`config.mk`:
```
export PLATFORM = sky130hd
export DESIGN_NAME = utf8_stream_validator_unit_flat
export DESIGN_NICKNAME = d
export VERILOG_FILES = /design/src/sv/u8v_pkg.sv /design/src/sv/u8v_stream_if.sv /design/src/sv/u8v_update.sv /design/src/sv/u8v_result_reg.sv /design/src/sv/utf8_stream_validator_unit.sv /design/src/flat_wrapper.sv
export SDC_FILE = /design/constraint.sdc
export NUM_CORES = 1
export LEC_CHECK = 0
export ABC_AREA = 1
export ABC_CLOCK_PERIOD_IN_PS = 3100
export BUFFER_PORTS_ARGS = -buffer_cell sky130_fd_sc_hd__buf_4
export CAP_MARGIN = 20
export CELL_PAD_IN_SITES_DETAIL_PLACEMENT = 1
export CELL_PAD_IN_SITES_GLOBAL_PLACEMENT = 2
export CORE_MARGIN = 4
export CORE_UTILIZATION = 30
export CTS_CLUSTER_SIZE = 8
export DETAILED_ROUTE_END_ITERATION = 6
export GPL_ROUTABILITY_DRIVEN = 0
export PLACE_DENSITY_LB_ADDON = 0.1
export SYNTH_ARGS = -nofsm -noshare
export SYNTH_HDL_FRONTEND = slang
export SYNTH_SLANG_ARGS = --single-unit
```
`constraint.sdc`:
```
create_clock -name i_clk -period 3.1 [get_ports i_clk]
set_input_delay 0.465 -clock i_clk [delete_from_list [all_inputs] [get_ports i_clk]]
set_output_delay 0.465 -clock i_clk [all_outputs]
set_load 0.005 [all_outputs]
```
`src/sv/u8v_pkg.sv`:
```
// u8v_pkg: types and constants shared by the utf-8 stream validator
// no dependencies; compile first
`default_nettype none

package u8v_pkg;

    localparam int unsigned CP_W = 21;

    // lead byte and continuation byte patterns
    localparam logic [7:0] C_ASCII_MAX = 8'h7F;
    localparam logic [7:0] C_MASK_2B   = 8'hE0;
    localparam logic [7:0] C_LEAD_2B   = 8'hC0;
    localparam logic [7:0] C_MASK_3B   = 8'hF0;
    localparam logic [7:0] C_LEAD_3B   = 8'hE0;
    localparam logic [7:0] C_MASK_4B   = 8'hF8;
    localparam logic [7:0] C_LEAD_4B   = 8'hF0;
    localparam logic [7:0] C_MASK_CONT = 8'hC0;
    localparam logic [7:0] C_CONT      = 8'h80;

    // code point limits
    localparam logic [CP_W-1:0] C_SURR_LO = 21'h00D800;
    localparam logic [CP_W-1:0] C_SURR_HI = 21'h00DFFF;
    localparam logic [CP_W-1:0] C_CP_MAX  = 21'h10FFFF;

    // sequence length codes: bytes after the lead byte
    localparam logic [1:0] C_LEN_NONE = 2'd0;
    localparam logic [1:0] C_LEN_2B   = 2'd1;
    localparam logic [1:0] C_LEN_3B   = 2'd2;
    localparam logic [1:0] C_LEN_4B   = 2'd3;

    typedef struct packed {
        logic [1:0]      bytes_owed;
        logic [1:0]      sequence_length;
        logic [CP_W-1:0] partial_code_point;
        logic            error_seen;
    } t_state;

    typedef struct packed {
        t_state next_state;
        logic   verdict;
    } t_update;

endpackage

`default_nettype wire

```
`src/sv/u8v_stream_if.sv`:
```
// u8v_byte_if / u8v_verdict_if: valid/ready channels of the validator
// no dependencies
`default_nettype none

interface u8v_byte_if;
    logic       valid;
    logic       ready;
    logic [7:0] data_byte;
    logic       end_of_string;

    modport source (output valid, output data_byte, output end_of_string, input ready);
    modport sink   (input valid, input data_byte, input end_of_string, output ready);
endinterface

interface u8v_verdict_if;
    logic valid;
    logic ready;
    logic string_valid;

    modport source (output valid, output string_valid, input ready);
    modport sink   (input valid, input string_valid, output ready);
endinterface

`default_nettype wire

```
`src/sv/u8v_update.sv`:
```
// u8v_update: per-byte decode step, state and byte in, next state and verdict out
// depends on u8v_pkg
`default_nettype none

module u8v_update (
    input  wire u8v_pkg::t_state  i_state,
    input  wire logic [7:0]       i_byte,
    input  wire logic             i_last,
    output u8v_pkg::t_update      o_update
);

    u8v_pkg::t_state s;
    logic [u8v_pkg::CP_W-1:0] cp_shift;
    logic [1:0] owed_dec;

    assign cp_shift = {i_state.partial_code_point[u8v_pkg::CP_W-7:0], i_byte[5:0]};
    assign owed_dec = i_state.bytes_owed - 2'd1;

    always_comb begin
        s = i_state;
        if (i_state.bytes_owed == 2'd0) begin
            // lead byte
            if (i_byte <= u8v_pkg::C_ASCII_MAX) begin
                s = i_state;
            end else if ((i_byte & u8v_pkg::C_MASK_2B) == u8v_pkg::C_LEAD_2B) begin
                s.bytes_owed         = 2'd1;
                s.sequence_length    = u8v_pkg::C_LEN_2B;
                s.partial_code_point = {16'd0, i_byte[4:0]};
            end else if ((i_byte & u8v_pkg::C_MASK_3B) == u8v_pkg::C_LEAD_3B) begin
                s.bytes_owed         = 2'd2;
                s.sequence_length    = u8v_pkg::C_LEN_3B;
                s.partial_code_point = {17'd0, i_byte[3:0]};
            end else if ((i_byte & u8v_pkg::C_MASK_4B) == u8v_pkg::C_LEAD_4B) begin
                s.bytes_owed         = 2'd3;
                s.sequence_length    = u8v_pkg::C_LEN_4B;
                s.partial_code_point = {18'd0, i_byte[2:0]};
            end else begin
                s.error_seen = 1'b1;
            end
        end else if ((i_byte & u8v_pkg::C_MASK_CONT) != u8v_pkg::C_CONT) begin
            // broken sequence: drop it, keep the error
            s.error_seen         = 1'b1;
            s.bytes_owed         = 2'd0;
            s.sequence_length    = u8v_pkg::C_LEN_NONE;
            s.partial_code_point = '0;
        end else begin
            s.bytes_owed         = owed_dec;
            s.partial_code_point = cp_shift;
            if (owed_dec == 2'd0) begin
                // sequence complete: range checks
                if (i_state.sequence_length == u8v_pkg::C_LEN_3B
                        && cp_shift >= u8v_pkg::C_SURR_LO
                        && cp_shift <= u8v_pkg::C_SURR_HI) begin
                    s.error_seen = 1'b1;
                end
                if (i_state.sequence_length == u8v_pkg::C_LEN_4B
                        && cp_shift > u8v_pkg::C_CP_MAX) begin
                    s.error_seen = 1'b1;
                end
                s.sequence_length    = u8v_pkg::C_LEN_NONE;
                s.partial_code_point = '0;
            end
        end

        o_update.verdict    = !s.error_seen && (s.bytes_owed == 2'd0);
        o_update.next_state = i_last ? '0 : s;
    end

endmodule

`default_nettype wire

```
`src/sv/u8v_result_reg.sv`:
```
// u8v_result_reg: output register holding one verdict until the sink takes it
// depends on u8v_stream_if
`default_nettype none

module u8v_result_reg (
    input  wire logic      i_clk,
    input  wire logic      i_rst_n,
    input  wire logic      i_load,
    input  wire logic      i_verdict,
    output logic           o_free,
    u8v_verdict_if.source  o_out
);

    logic r_valid;
    logic n_valid;
    logic r_verdict;

    // free when empty or being emptied this cycle
    assign o_free  = !r_valid || o_out.ready;
    assign n_valid = i_load || (r_valid && !o_out.ready);

    always_ff @(posedge i_clk) begin
        if (!i_rst_n) begin
            r_valid <= 1'b0;
        end else begin
            r_valid <= n_valid;
        end
    end

    always_ff @(posedge i_clk) begin
        if (i_load) begin
            r_verdict <= i_verdict;
        end
    end

    assign o_out.valid        = r_valid;
    assign o_out.string_valid = r_verdict;

endmodule

`default_nettype wire

```
`src/sv/utf8_stream_validator_unit.sv`:
```
// utf8_stream_validator_unit: checks a byte stream for valid utf-8, one verdict per string
// depends on u8v_pkg, u8v_stream_if, u8v_update, u8v_result_reg
//
// channel    dir  handshake        word
// i_in       in   valid/ready      data_byte[7:0], end_of_string
// o_out      out  valid/ready      string_valid
//
// one word per cycle unless a final byte waits on a stalled verdict; the verdict follows
// the final byte via the input register, then the decode step into the result register
// the decode step updates the small state register for each word that moves on, so each
// byte sees the state left by the byte before it
// reset clears the input register, the state and the result register
// a stalled verdict only blocks a final byte; other bytes keep flowing

`default_nettype none

module utf8_stream_validator_unit (
    input  wire logic     i_clk,
    input  wire logic     i_rst_n,
    u8v_byte_if.sink      i_in,
    u8v_verdict_if.source o_out
);

    // input register
    logic       r_in_valid;
    logic [7:0] r_in_byte;
    logic       r_in_last;

    // decode state
    u8v_pkg::t_state  r_state;
    u8v_pkg::t_update upd;

    logic out_free;
    logic advance;     // the word in the input register moves on this cycle
    logic load_result; // a final word drops its verdict into the result register

    // a non-final word never needs the result register
    assign advance     = r_in_valid && (!r_in_last || out_free);
    assign load_result = advance && r_in_last;
    assign i_in.ready  = !r_in_valid || advance;

    always_ff @(posedge i_clk) begin
        if (!i_rst_n) begin
            r_in_valid <= 1'b0;
        end else if (i_in.ready) begin
            r_in_valid <= i_in.valid;
        end
    end

    always_ff @(posedge i_clk) begin
        if (i_in.ready && i_in.valid) begin
            r_in_byte <= i_in.data_byte;
            r_in_last <= i_in.end_of_string;
        end
    end

    u8v_update u_update (
        .i_state  (r_state),
        .i_byte   (r_in_byte),
        .i_last   (r_in_last),
        .o_update (upd)
    );

    // state follows the word that leaves the input register; cleared after a final word
    always_ff @(posedge i_clk) begin
        if (!i_rst_n) begin
            r_state <= '0;
        end else if (advance) begin
            r_state <= upd.next_state;
        end
    end

    u8v_result_reg u_result (
        .i_clk     (i_clk),
        .i_rst_n   (i_rst_n),
        .i_load    (load_result),
        .i_verdict (upd.verdict),
        .o_free    (out_free),
        .o_out     (o_out)
    );

    // no sequence open means nothing gathered
    a_idle_state_clean: assert property (@(posedge i_clk) disable iff (!i_rst_n)
        r_state.bytes_owed == 2'd0 |->
            (r_state.sequence_length == u8v_pkg::C_LEN_NONE
             && r_state.partial_code_point == '0))
        else $error("owed count zero but sequence state left over");

    // owed count never exceeds the sequence length
    a_owed_le_len: assert property (@(posedge i_clk) disable iff (!i_rst_n)
        r_state.bytes_owed <= r_state.sequence_length)
        else $error("more bytes owed than the sequence holds");

    // a final word leaves the decoder in its reset state
    a_clear_after_last: assert property (@(posedge i_clk) disable iff (!i_rst_n)
        load_result |=> r_state == '0)
        else $error("state not cleared after final word");

    // a final word only moves when the result register can take it
    a_no_overwrite: assert property (@(posedge i_clk) disable iff (!i_rst_n)
        (o_out.valid && !o_out.ready) |-> !load_result)
        else $error("verdict loaded over a pending one");

endmodule

`default_nettype wire

```
`src/flat_wrapper.sv`:
```
// flat-port wrapper written by rule: the top's interface ports become plain ports
module utf8_stream_validator_unit_flat 
  (i_clk, i_rst_n, i_in_valid, i_in_data_byte, i_in_end_of_string, i_in_ready, o_out_valid, o_out_string_valid, o_out_ready);
  u8v_byte_if i_in_i ();
  u8v_verdict_if o_out_i ();
  input  wire logic i_clk;
  input  wire logic i_rst_n;
  input wire logic [$bits(i_in_i.valid)-1:0] i_in_valid;
  input wire logic [$bits(i_in_i.data_byte)-1:0] i_in_data_byte;
  input wire logic [$bits(i_in_i.end_of_string)-1:0] i_in_end_of_string;
  output wire logic [$bits(i_in_i.ready)-1:0] i_in_ready;
  output wire logic [$bits(o_out_i.valid)-1:0] o_out_valid;
  output wire logic [$bits(o_out_i.string_valid)-1:0] o_out_string_valid;
  input wire logic [$bits(o_out_i.ready)-1:0] o_out_ready;
  assign i_in_i.valid = i_in_valid;
  assign i_in_i.data_byte = i_in_data_byte;
  assign i_in_i.end_of_string = i_in_end_of_string;
  assign i_in_ready = i_in_i.ready;
  assign o_out_valid = o_out_i.valid;
  assign o_out_string_valid = o_out_i.string_valid;
  assign o_out_i.ready = o_out_ready;
  utf8_stream_validator_unit u_core (.i_clk(i_clk), .i_rst_n(i_rst_n), .i_in(i_in_i), .o_out(o_out_i));
endmodule
```
=== Word level (Yosys, flattened, before mapping) ===
Cells that the tools add are included.

* Order comparisons: 4
* Shifts and indexed selects: 0
* Muxes and demuxes: 13
* Bitwise gates (word level): 0
* $add $sub $neg: 1
* Divide/modulo/power cells: 0
* Equal/unequal tests: 8
* Reduce and logical (&&, ||, !) cells: 23
* Multipliers: 0

{| class="wikitable"
|+ Operators with widths
! operator !! count
|-
| $mux W26 || 4
|-
| $mux W25 || 3
|-
| $mux W24 || 1
|-
| $ge A21 B16 Y1 const B || 1
|-
| $gt A21 B21 Y1 const B || 1
|-
| $le A21 B16 Y1 const B || 1
|-
| $le A8 B7 Y1 const B || 1
|-
| $logic_and A1 B1 Y1 || 8
|-
| $logic_not A2 Y1 || 3
|-
| $eq A5 B5 Y1 const B || 1
|-
| $logic_not A1 Y1 || 5
|-
| $mux W1 || 5
|-
| $ne A5 B1 Y1 const B || 1
|-
| $eq A2 B2 Y1 const B || 2
|-
| $eq A4 B4 Y1 const B || 1
|-
| $logic_or A1 B1 Y1 || 4
|-
| $reduce_and A4 Y1 || 1
|-
| $reduce_bool A4 Y1 || 1
|-
| $eq A3 B3 Y1 const B || 1
|-
| $ne A3 B2 Y1 const B || 1
|-
| $reduce_and A3 Y1 || 1
|-
| $ne A2 B2 Y1 const B || 1
|-
| $sub A2 B1 Y2 const B || 1
|}

* Register bits: 32
* Bits in writable memories: 0
* Bits in latches: 0
* Bits in read-only memories: 0
* Memories kept: 0

=== Depth between registers and ports, before layout ===
Gate-level depths: netlist of run 1.

* Depth after elaboration: 10
* Mapped depth: 12
* Gate-level depth less buffers: 12

=== Modules after synthesis ===
A second synthesis of run 1 with hierarchy kept.

* Cell total of the unflattened synthesis: 334
* Area, all modules: 2369.8 µm²

{| class="wikitable"
|+ By module, submodules not included
! module !! instances !! sequential area each (µm²) !! area an instance (µm²) !! cells each
|-
| utf8_stream_validator_unit || 1 || 810.8 || 1539.0 || 189
|-
| u8v_update || 1 || 0.0 || 754.5 || 138
|-
| u8v_result_reg || 1 || 50.0 || 76.3 || 7
|}

=== Least setup slack after synthesis of run 1 ===
No wires, ideal clock.

* Path kind: flip-flop to flip-flop
* From: register u_core.r_state[24] (netlist bit)
* To: register u_core.r_state[12] (netlist bit)
* Required time: 2964 ps
* Arrival time: 1392 ps
* Path buffers: 1
* Path slack: 1571 ps
* Library setup time: 136 ps
* Period minus slack after synthesis: 1529 ps
* Cell stages (with the launch flop): 11
* Path through: dfxtp_1 inv_1 ha_1 inv_2 nor2_1 nand3_4 nand2_4 buf_6 clkinv_8 nand3_2 a21oi_2

* Cells in the longest elaborated chain, start to end: 6
* Elaborated cells between the ends (all ways): 10

{| class="wikitable"
|+ RTL lines
! what !! RTL line !! RTL
|-
| start, declared || utf8_stream_validator_unit.sv:30 || <nowiki>u8v_pkg::t_state r_state;</nowiki>
|-
| start signal, assigned || utf8_stream_validator_unit.sv:69 || <nowiki>r_state <= upd.next_state;</nowiki>
|-
| $sub A2 B1 Y2 || u8v_update.sv:17 || <nowiki>assign owed_dec = i_state.bytes_owed - 2'd1;</nowiki>
|-
| $logic_not A2 Y1 || u8v_update.sv:49 || <nowiki>if (owed_dec == 2'd0) begin</nowiki>
|-
| $mux W24 || u8v_update.sv:49 ||
|-
| $mux W26 || u8v_update.sv:40 || <nowiki>end else if ((i_byte & u8v_pkg::C_MASK_CONT) != u8v_pkg::C_CONT) begin</nowiki>
|-
| $mux W26 || u8v_update.sv:21 || <nowiki>if (i_state.bytes_owed == 2'd0) begin</nowiki>
|-
| $mux W26 || u8v_update.sv:66 || <nowiki>o_update.next_state = i_last ? '0 : s;</nowiki>
|}

Several ways; a longest one is shown, not always the timed one. The select of a mux whose other input is x is not followed.
A chain may end at the register's enable or synchronous reset.

=== Worst setup path in the final report of run 1 ===
* From: register u_core.r_state[24] (netlist bit)
* To: register u_core.r_state[23] (netlist bit)

* Cells in the longest elaborated chain, start to end: 4
* Elaborated cells between the ends (all ways): 9

{| class="wikitable"
|+ RTL lines
! what !! RTL line
|-
| $sub A2 B1 Y2 || u8v_update.sv:17
|-
| $logic_not A2 Y1 || u8v_update.sv:49
|-
| $reduce_bool A4 Y1 (no source line) || n/a
|-
| $reduce_and A4 Y1 (no source line) || n/a
|}

Several ways; a longest one is shown, not always the timed one.

==> results of run 1 <==
[metal layers]
metal  share of wire, %  track usage [%]  routed length (um)
met5                  0                0                   0
met4               0.75             5.07                  29
met3                2.2             3.77                  86
met2                 47             21.2                1830
met1                 50             17.7                1940
[power by group]
part           switching (uW)  internal [uW]
clock                     149            157
combinational            49.3           30.0
sequential               11.4            447
[Yosys cell counts (all sizes together) (3+ instances only)]
library cell	number	share of area, %
a211oi	3	2.3
buf	3	1.5
a21oi	22	8.4
nor2	24	6.0
o21ai	6	1.9
inv	21	4.9
nand2	49	12
nand3	19	8.8
dfxtp	22	27
edfxtp	10	19
[cell families after synthesis]
| group | after synthesis | synth area share, % |
|---|---|---|
| AOI/OAI and AO/OA | 35 | 14.3 |
| adders and majority gates | 2 | 1.55 |
| buffers and inverters | 28 | 8.06 |
| DFF | 32 | 45.9 |
| and+or+nand+nor | 98 | 30.2 |
[cell type report]
type,instances,area share [%]
clock buffer,7,4.09
clock inverter,1,0.268
inverter,23,5.30
multi-input combinational,135,39.9
sequential,32,39.7
tap,70,4.70
timing repair buffer,15,6.04
[worst register-to-register path, stage by stage (launching register included)]
cell and delay (ns):
dfxtp_1 0.39, inv_1 0.08, ha_1 0.26, inv_2 0.12, nand2_1 0.14, nor2_2 0.14, nand2_1 0.08, inv_2 0.22
nor2_2 0.09, o211ai_1 0.10, a21oi_1 0.09
[worst max path at each step]
stage                                               start  slack (ns)                               to  cells past startpoint
final                     u_core.r_state[24]$_SDFFE_PN0P_        1.24  u_core.r_state[23]$_SDFFE_PN0P_                     10
after global routing      u_core.r_state[24]$_SDFFE_PN0P_        1.03  u_core.r_state[22]$_SDFFE_PN0P_                     10
after CTS                 u_core.r_state[24]$_SDFFE_PN0P_        1.23  u_core.r_state[22]$_SDFFE_PN0P_                     10
after detailed placement  u_core.r_state[24]$_SDFFE_PN0P_        1.23  u_core.r_state[22]$_SDFFE_PN0P_                     10
after global placement    u_core.r_state[24]$_SDFFE_PN0P_        1.32  u_core.r_state[22]$_SDFFE_PN0P_                      9
after floorplan           u_core.r_state[24]$_SDFFE_PN0P_        1.57  u_core.r_state[12]$_SDFFE_PN0P_                     10
[stage by stage]
step | std cells | utilization, % | hold slack, ns | cell area (um2)
after floorplan | 195 | - | 0.445 | 1610
final | 283 | 36.0 | 0.355 | 1860
after global routing | 283 | 36.0 | 0.335 | 1860
after global placement | 275 | 34.5 | 0.462 | 1780
after CTS | 283 | 36.0 | 0.343 | 1860
after detailed placement | 275 | 34.5 | 0.469 | 1780
[sequential cells by signal (all words and copies together) (netlist names)]
signal / cells
u_core.u_result.o_out.valid: 1
u_core.r_in_byte: 8
u_core.r_in_valid: 1
u_core.u_result.o_out.string_valid: 1
u_core.r_state: 20
u_core.r_in_last: 1
==> flow_summary.json, run 1 <==
{
  "synth_edf_count": 10,
  "r2r-end": "u_core.r_state[23]$_SDFFE_PN0P_",
  "grt_overflow_total": 0,
  "htree_num_levels": 2,
  "post-route-min-period_ns": 1.86,
  "dieHeight_um": 81.4,
  "fillCellCount": 634,
  "grt_first_pass_wirelength_um": 6720,
  "dieArea_um2": 6620,
  "antenna_found_initial": 0,
  "path_delay_family": "simple AND/OR/NAND/NOR gates",
  "core_region_area_um2": 5170,
  "critPathRequiredTime_ns": 3.22,
  "io_buffers": 15,
  "slew_headroom_pct": 39.2,
  "power.total_uw": 844,
  "nets": 227,
  "diodes": 0,
  "ys_seq_area_share_pct": 45.9,
  "drt_iter0_drc": 48,
  "cts_root_buf": "clkbuf_8",
  "min_path_cells": 1,
  "setup_viol": 0,
  "rows": 26,
  "synth_cells": 195,
  "yosys_most_used_dff": "dfxtp_1",
  "detailroute.via_count": 1328,
  "hold_class": "in2reg",
  "ys_async_sr_fraction_pct": 0,
  "start_util_pct": 31.2,
  "drcViolationCount": 0,
  "wl_per_cell_um": 13.7,
  "powerDensity_nw_per_um2": 453,
  "hold_viol_final": 0,
  "regToRegSetupSlack_ns": 1.24,
  "clock_latency_ns": 0.28,
  "regArea_um2": 741,
  "avgSynthCellArea_um2": 8.28,
  "grt_usage_pct": 13.5,
  "area_growth_pct": 15.5,
  "die_x_um": 81.4,
  "grt_pass1_vias": 1422,
  "drive_gt1_share_pct": 23.0,
  "worstPathArrival_ns": 1.98,
  "hold_path_end": "u_core.r_in_byte[1]$_DFFE_PP_",
  "grt_max_degree": 22,
  "cts_made_buffers": 5,
  "layout_setup_ws_ns": 1.24,
  "worstPathMaxFanout": 12,
  "place_hpwl_um": 3060,
  "drv_cap": 0,
  "tns_ns": 0,
  "p_leak_uw": 0.000739,
  "cp_slowest_cell": "dfxtp_1",
  "holdCritStartpoint": "i_in_data_byte[1]",
  "critPathKind": "reg2reg",
  "layout_commonest_cell": "nand2_1",
  "rr_startpoint": "u_core.r_state[24]$_SDFFE_PN0P_",
  "status": "finished, final reports clean",
  "yosys.cell_types.count": 32,
  "clock-sinks": 32,
  "slew_viol_final": 0,
  "multi_input_area_um2": 743,
  "slowest_delay_ns": 0.39,
  "synth_area_um2": 1610,
  "hold_buffers": 0,
  "syn-num-nets": 210,
  "ys_warn_count": 0,
  "finalCritPeriodShare_pct": 60.0,
  "clk_pin_slew_ns": 0.07,
  "cp.buffers_inverters": 3,
  "cts_tree": "done",
  "synth-seq-cells": 32,
  "post-place-ws_ns": 1.23,
  "timing.fmax_ghz": 0.537,
  "grt_setup_unrepaired": "false",
  "final_cell_mix": "nand2_1 (47), dfxtp_1 (22), nor2_1 (21), inv_1 (19)",
  "ios": 16,
  "worstRegToRegCells": 10,
  "first_pass_iters": 4,
  "crit_chain": "inv_1 -> ha_1 -> inv_2 -> nand2_1 -> nor2_2 -> nand2_1 -> inv_2 -> nor2_2 -> o211ai_1 -> a21oi_1",
  "fin_skew_ns": 0.00815,
  "cp-start-kind": "flip-flop",
  "wl_um": 3880,
  "clock_path_buffers": 2,
  "viasPerCell": 4.69,
  "cts_setup_buffers": 0,
  "cp-end-kind": "flip-flop",
  "vdd_drop_max_mv": 0.213,
  "tightestPinTransition_ns": 0.911,
  "postRouteAntennaNets": 0,
  "ctsResizeCount": 0
}
Note: power is estimated with default switching activity, not from simulation.
==> run 2, diff against run 1 <==
--- a/config.mk
+++ b/config.mk
@@ -6,7 +6,7 @@
 export NUM_CORES = 1
 export LEC_CHECK = 0
 export ABC_AREA = 1
-export ABC_CLOCK_PERIOD_IN_PS = 3100
+export ABC_CLOCK_PERIOD_IN_PS = 1900
 export BUFFER_PORTS_ARGS = -buffer_cell sky130_fd_sc_hd__buf_4
 export CAP_MARGIN = 20
 export CELL_PAD_IN_SITES_DETAIL_PLACEMENT = 1
==> constraint.sdc (replaced) <==
create_clock -name i_clk -period 1.9 [get_ports i_clk]
set_input_delay 0.285 -clock i_clk [delete_from_list [all_inputs] [get_ports i_clk]]
set_output_delay 0.285 -clock i_clk [all_outputs]
set_load 0.005 [all_outputs]
==> flow_summary.json, run 2 (synthesis results as in run 1) <==
{
  "status": "finished, final reports clean",
  "drive_gt1_share_pct": 25.3,
  "cts_made_buffers": 5,
  "setup_viol": 0,
  "placed_cells": 279,
  "rows": 26,
  "clock_path_buffers": 2,
  "slew_headroom_pct": 76.3,
  "slowest_delay_ns": 0.39,
  "grt_max_degree": 22,
  "critPathRequiredTime_ns": 2.12,
  "drcViolationCount": 0,
  "place_hpwl_um": 3070,
  "cts_tree": "done",
  "final_cell_mix": "nand2_1 (47), dfxtp_1 (22), nor2_1 (20), inv_1 (19), buf_4 (19)",
  "layout_commonest_cell": "nand2_1",
  "timing.fmax_ghz": 0.590,
  "nets": 231,
  "clock_latency_ns": 0.28,
  "drv_cap": 0,
  "hold_buffers": 0,
  "grt_usage_pct": 13.9,
  "finalCritPeriodShare_pct": 89.2,
  "vdd_drop_max_mv": 0.327,
  "start_util_pct": 31.2,
  "grt_first_pass_wirelength_um": 6930,
  "cp.buffers_inverters": 4,
  "postRouteAntennaNets": 0,
  "reg_top3": "u_core.r_state x20, u_core.r_in_byte x8",
  "tns_ns": 0,
  "pwr-share-comb_pct": 9.8,
  "power.internal_uw": 1030,
  "p_leak_uw": 0.000758,
  "worstPathArrival_ns": 1.92,
  "die_x_um": 81.4,
  "critPathKind": "reg2reg",
  "p_switching_uw": 358,
  "drt_iter0_drc": 49,
  "hold_class": "in2reg",
  "io_buffers": 15,
  "regMostFlops": "u_core.r_state",
  "wl_per_cell_um": 13.8,
  "dieHeight_um": 81.4,
  "grt_pass1_vias": 1432,
  "cp-end-kind": "flip-flop",
  "post-route-min-period_ns": 1.69,
  "dieArea_um2": 6620,
  "diodes": 0,
  "cp_slowest_cell": "dfxtp_1",
  "cpMostUsedCell": "nand2_1",
  "slew_viol_final": 0,
  "htree_num_levels": 2,
  "area_growth_pct": 18.4,
  "wl_um": 3960,
  "fin_skew_ns": 0.00617,
  "worstPathMaxFanout": 11,
  "finalNonFillerCells": 287,
  "cp-start-kind": "flip-flop",
  "core_region_area_um2": 5170,
  "antenna_found_initial": 0,
  "ios": 16,
  "largest_reg_flops": 20,
  "powerDensity_nw_per_um2": 726,
  "first_pass_iters": 4,
  "switching_share_pct": 25.8,
  "detailroute.via_count": 1348,
  "fillCellCount": 618,
  "viasPerCell": 4.70,
  "grt_overflow_total": 0,
  "cts_root_buf": "clkbuf_8",
  "clk_pin_slew_ns": 0.07,
  "hold_viol_final": 0,
  "p_clk_share_pct": 36.3,
  "clock-sinks": 32,
  "grt_setup_unrepaired": "false",
  "tightestPinTransition_ns": 0.355,
  "path_delay_family": "buffers and inverters",
  "seq_power_share_pct": 53.9,
  "crit_chain": "inv_1 -> ha_1 -> inv_2 -> nand2_1 -> nor2_2 -> nand2_1 -> clkinv_4 -> buf_4 -> nand3_2 -> a21oi_2"
}
[run 2: cell types whose count changed in the layout (fill, tap and decap cells not counted)]
cell,previous run,this run
nand2_8,0,1
nor2_2,3,4
nor2_1,21,20
clkinv_2,1,2
clkinv_4,0,1
clkinv_1,1,2
buf_4,15,19
nand2_4,1,0
clkbuf_1,2,0
inv_2,2,1
[run 2: through the flow]
stage                     hold WS (ns)  instance area [um2]  power (uW)  setup slack (ns)  util, %
after floorplan                  0.383                 1610         848             0.371        -
after CTS                        0.162                 1900        1410            0.0437     36.6
after global routing             0.160                 1910        1450            0.0111     37.0
after detailed placement         0.464                 1810         898            0.0635     35.1
final                            0.175                 1910        1390             0.206     37.0
after global placement           0.462                 1810         894             0.159     35.1
[run 2: routing by layer]
layer,track usage [%],up-vias,routed length [um]
met5,0,-,0
met4,6.25,0,99
met3,3.44,9,147
met2,21.3,21,1760
met1,18.5,632,1960
li1,-,686,-
[run 2: path summary, 6_finish.rpt]
| check | endpoint | startpoint | slack (ns) | depth (start not counted) |
|---|---|---|---|---|
| worst max-delay path | u_core.r_state[14]$_SDFFE_PN0P_ | u_core.r_state[24]$_SDFFE_PN0P_ | 0.21 | 10 |
| worst min-delay path | u_core.r_in_byte[6]$_DFFE_PP_ | i_in_data_byte[6] | 0.17 | 1 |
| worst max register to register | u_core.r_state[14]$_SDFFE_PN0P_ | u_core.r_state[24]$_SDFFE_PN0P_ | 0.21 | 10 |
| worst min register to register | u_core.r_state[25]$_SDFFE_PN0P_ | u_core.r_state[25]$_SDFFE_PN0P_ | 0.48 | 2 |
[run 2: area by class of cell]
| cell class | instances | area, um2 | area share, % |
|---|---|---|---|
| inverters | 23 | 104 | 5.43 |
| repair buffers | 19 | 143 | 7.46 |
| clock inverters | 3 | 13.8 | 0.720 |
| flip-flops and latches | 32 | 741 | 38.7 |
| clock buffers | 5 | 68.8 | 3.60 |
| multi-input cells | 135 | 754 | 39.5 |
| well taps | 70 | 87.6 | 4.58 |
[run 2: power by group through the flow]
| stage | sequential, uW | clock (uW) | combinational (uW) |
|---|---|---|---|
| 2_1_floorplan | 758 | 0 | 90.6 |
| 3_3_place_gp | 763 | 0 | 131 |
| 3_5_place_dp | 764 | 0 | 135 |
| 4_1_cts | 748 | 527 | 135 |
| 5_1_grt | 751 | 550 | 153 |
| 6_report | 748 | 504 | 136 |
[run 2: worst register-to-register path, stage by stage (launching register included)]
cell      delay, ns
dfxtp_1        0.39
inv_1          0.08
ha_1           0.26
inv_2          0.13
nand2_1        0.09
nor2_2         0.11
nand2_1        0.10
clkinv_4       0.12
buf_4          0.14
nand3_2        0.09
a21oi_2        0.12
[run 2: repair_timing]
item	4_1_cts	5_1_grt
resized for setup	0	4
setup buffers	0	0
setup endpoints to repair	0	17
==> run 3, diff against run 2 <==
--- a/config.mk
+++ b/config.mk
@@ -12,7 +12,7 @@
 export CELL_PAD_IN_SITES_DETAIL_PLACEMENT = 1
 export CELL_PAD_IN_SITES_GLOBAL_PLACEMENT = 2
 export CORE_MARGIN = 4
-export CORE_UTILIZATION = 30
+export CORE_UTILIZATION = 34
 export CTS_CLUSTER_SIZE = 8
 export DETAILED_ROUTE_END_ITERATION = 6
 export GPL_ROUTABILITY_DRIVEN = 0
==> flow_summary.json, run 3 (synthesis results as in run 1) <==
{
  "timing.fmax_ghz": 0.595,
  "hold_class": "in2reg",
  "largest_reg_flops": 20,
  "wl_um": 3770,
  "nets": 231,
  "ctsResizeCount": 0,
  "drv_cap": 0,
  "htree_num_levels": 2,
  "tightestPinTransition_ns": 0.349,
  "grt_overflow_total": 0,
  "cts_root_buf": "clkbuf_8",
  "p_leak_uw": 0.000755,
  "place_hpwl_um": 3010,
  "dieHeight_um": 76.9,
  "regArea_um2": 741,
  "detailroute.via_count": 1337,
  "wl_per_cell_um": 14.0,
  "clock-sinks": 32,
  "worstPathMaxFanout": 11,
  "start_util_pct": 36.1,
  "placed_cells": 261,
  "area_growth_pct": 16.8,
  "slew_viol_final": 0,
  "critPathKind": "reg2reg",
  "fillCellCount": 548,
  "grt_max_degree": 22,
  "layout_commonest_cell": "nand2_1",
  "cts_setup_buffers": 0,
  "core_region_area_um2": 4470,
  "tns_ns": 0,
  "cp-end-kind": "flip-flop",
  "drive_gt1_share_pct": 24.9,
  "setup_viol": 0,
  "fin_skew_ns": 0.00374,
  "finalNonFillerCells": 269,
  "clock_latency_ns": 0.28,
  "grt_first_pass_wirelength_um": 6570,
  "cts_made_buffers": 5,
  "grt_pass1_vias": 1430,
  "ios": 16,
  "hold_viol_final": 0,
  "grt_usage_pct": 13.8,
  "critPathRequiredTime_ns": 2.12,
  "post-route-min-period_ns": 1.68,
  "viasPerCell": 4.97,
  "final_cell_mix": "nand2_1 (47), dfxtp_1 (22), nor2_1 (20), inv_1 (19), buf_4 (19)",
  "finalCritPeriodShare_pct": 88.4,
  "vdd_drop_max_mv": 0.423,
  "io_buffers": 15,
  "dieArea_um2": 5910,
  "slew_headroom_pct": 76.7,
  "antenna_found_initial": 0,
  "clock_path_buffers": 2,
  "hold_ws_ns": 0.181,
  "worstPathArrival_ns": 1.90,
  "cts_tree": "done",
  "powerDensity_nw_per_um2": 730,
  "cp-start-kind": "flip-flop",
  "multi_input_area_um2": 754,
  "clk_pin_slew_ns": 0.07,
  "first_pass_iters": 4,
  "drt_iter0_drc": 60,
  "drcViolationCount": 0,
  "status": "finished, final reports clean",
  "regMostFlops": "u_core.r_state",
  "reg_top3": "u_core.r_state x20, u_core.r_in_byte x8",
  "postRouteAntennaNets": 0,
  "rows": 24,
  "diodes": 0,
  "die_x_um": 76.9,
  "hold_buffers": 0,
  "grt_setup_unrepaired": "false"
}
[run 3: cell count changes in the layout (fill, tap and decap cells not counted)]
cell	previous run	this run
inv_4	0	1
clkinv_1	2	1
clkbuf_1	0	2
o21ai_0	3	2
clkinv_2	2	1
clkinv_4	1	0
o21ai_1	3	4
[run 3: critical path, stage by stage, from the launching register on]
cell,delay [ns]
dfxtp_1,0.39
inv_1,0.08
ha_1,0.25
inv_2,0.12
nand2_1,0.09
nor2_2,0.11
nand2_1,0.10
inv_4,0.15
buf_4,0.15
nand3_2,0.07
a21oi_2,0.11
[run 3: report_power, final]
group | total, uW | switching [uW] | internal (uW) | leakage (uW)
registers | 748 | 19.0 | 729 | 0.000276
clock network | 493 | 236 | 257 | 0.0000422
logic | 135 | 81.9 | 53.3 | 0.000438
total | 1380 | 337 | 1040 | 0.000755
[run 3: worst paths after layout]
kind                                   startpoint                         endpoint  slack, ns  cells after the start
hold / removal                  i_in_data_byte[7]    u_core.r_in_byte[7]$_DFFE_PP_       0.18                      1
setup / recovery  u_core.r_state[24]$_SDFFE_PN0P_   u_core.r_state[8]$_SDFFE_PN0P_       0.22                     10
hold reg to reg   u_core.r_state[25]$_SDFFE_PN0P_  u_core.r_state[25]$_SDFFE_PN0P_       0.47                      2
setup reg to reg  u_core.r_state[24]$_SDFFE_PN0P_   u_core.r_state[8]$_SDFFE_PN0P_       0.22                     10
[run 3: area by class of cell]
| type | instances | area share, % |
|---|---|---|
| clock buffers | 7 | 4.05 |
| clock inverters | 1 | 0.265 |
| inverters | 23 | 5.37 |
| multi-input cells | 135 | 40.0 |
| flip-flops and latches | 32 | 39.3 |
| well taps | 52 | 3.45 |
| repair buffers | 19 | 7.56 |
[run 3: routing by layer]
metal  routed length, um  global-route usage [%]
met2                1700                    21.2
met4                  70                    5.43
met3                 100                    2.81
met5                   0                       0
met1                1910                    19.0
[run 3: per-stage QoR]
| stage | instance area [um2] | utilization [%] | worst slack (ns) | total power, uW |
|---|---|---|---|---|
| after floorplan | 1610 | - | 0.371 | 848 |
| after global placement | 1790 | 40.0 | 0.173 | 892 |
| after detailed placement | 1790 | 40.0 | 0.0806 | 897 |
| after CTS | 1870 | 41.8 | 0.0800 | 1400 |
| after global routing | 1890 | 42.1 | 0.0454 | 1450 |
| final | 1890 | 42.1 | 0.220 | 1380 |
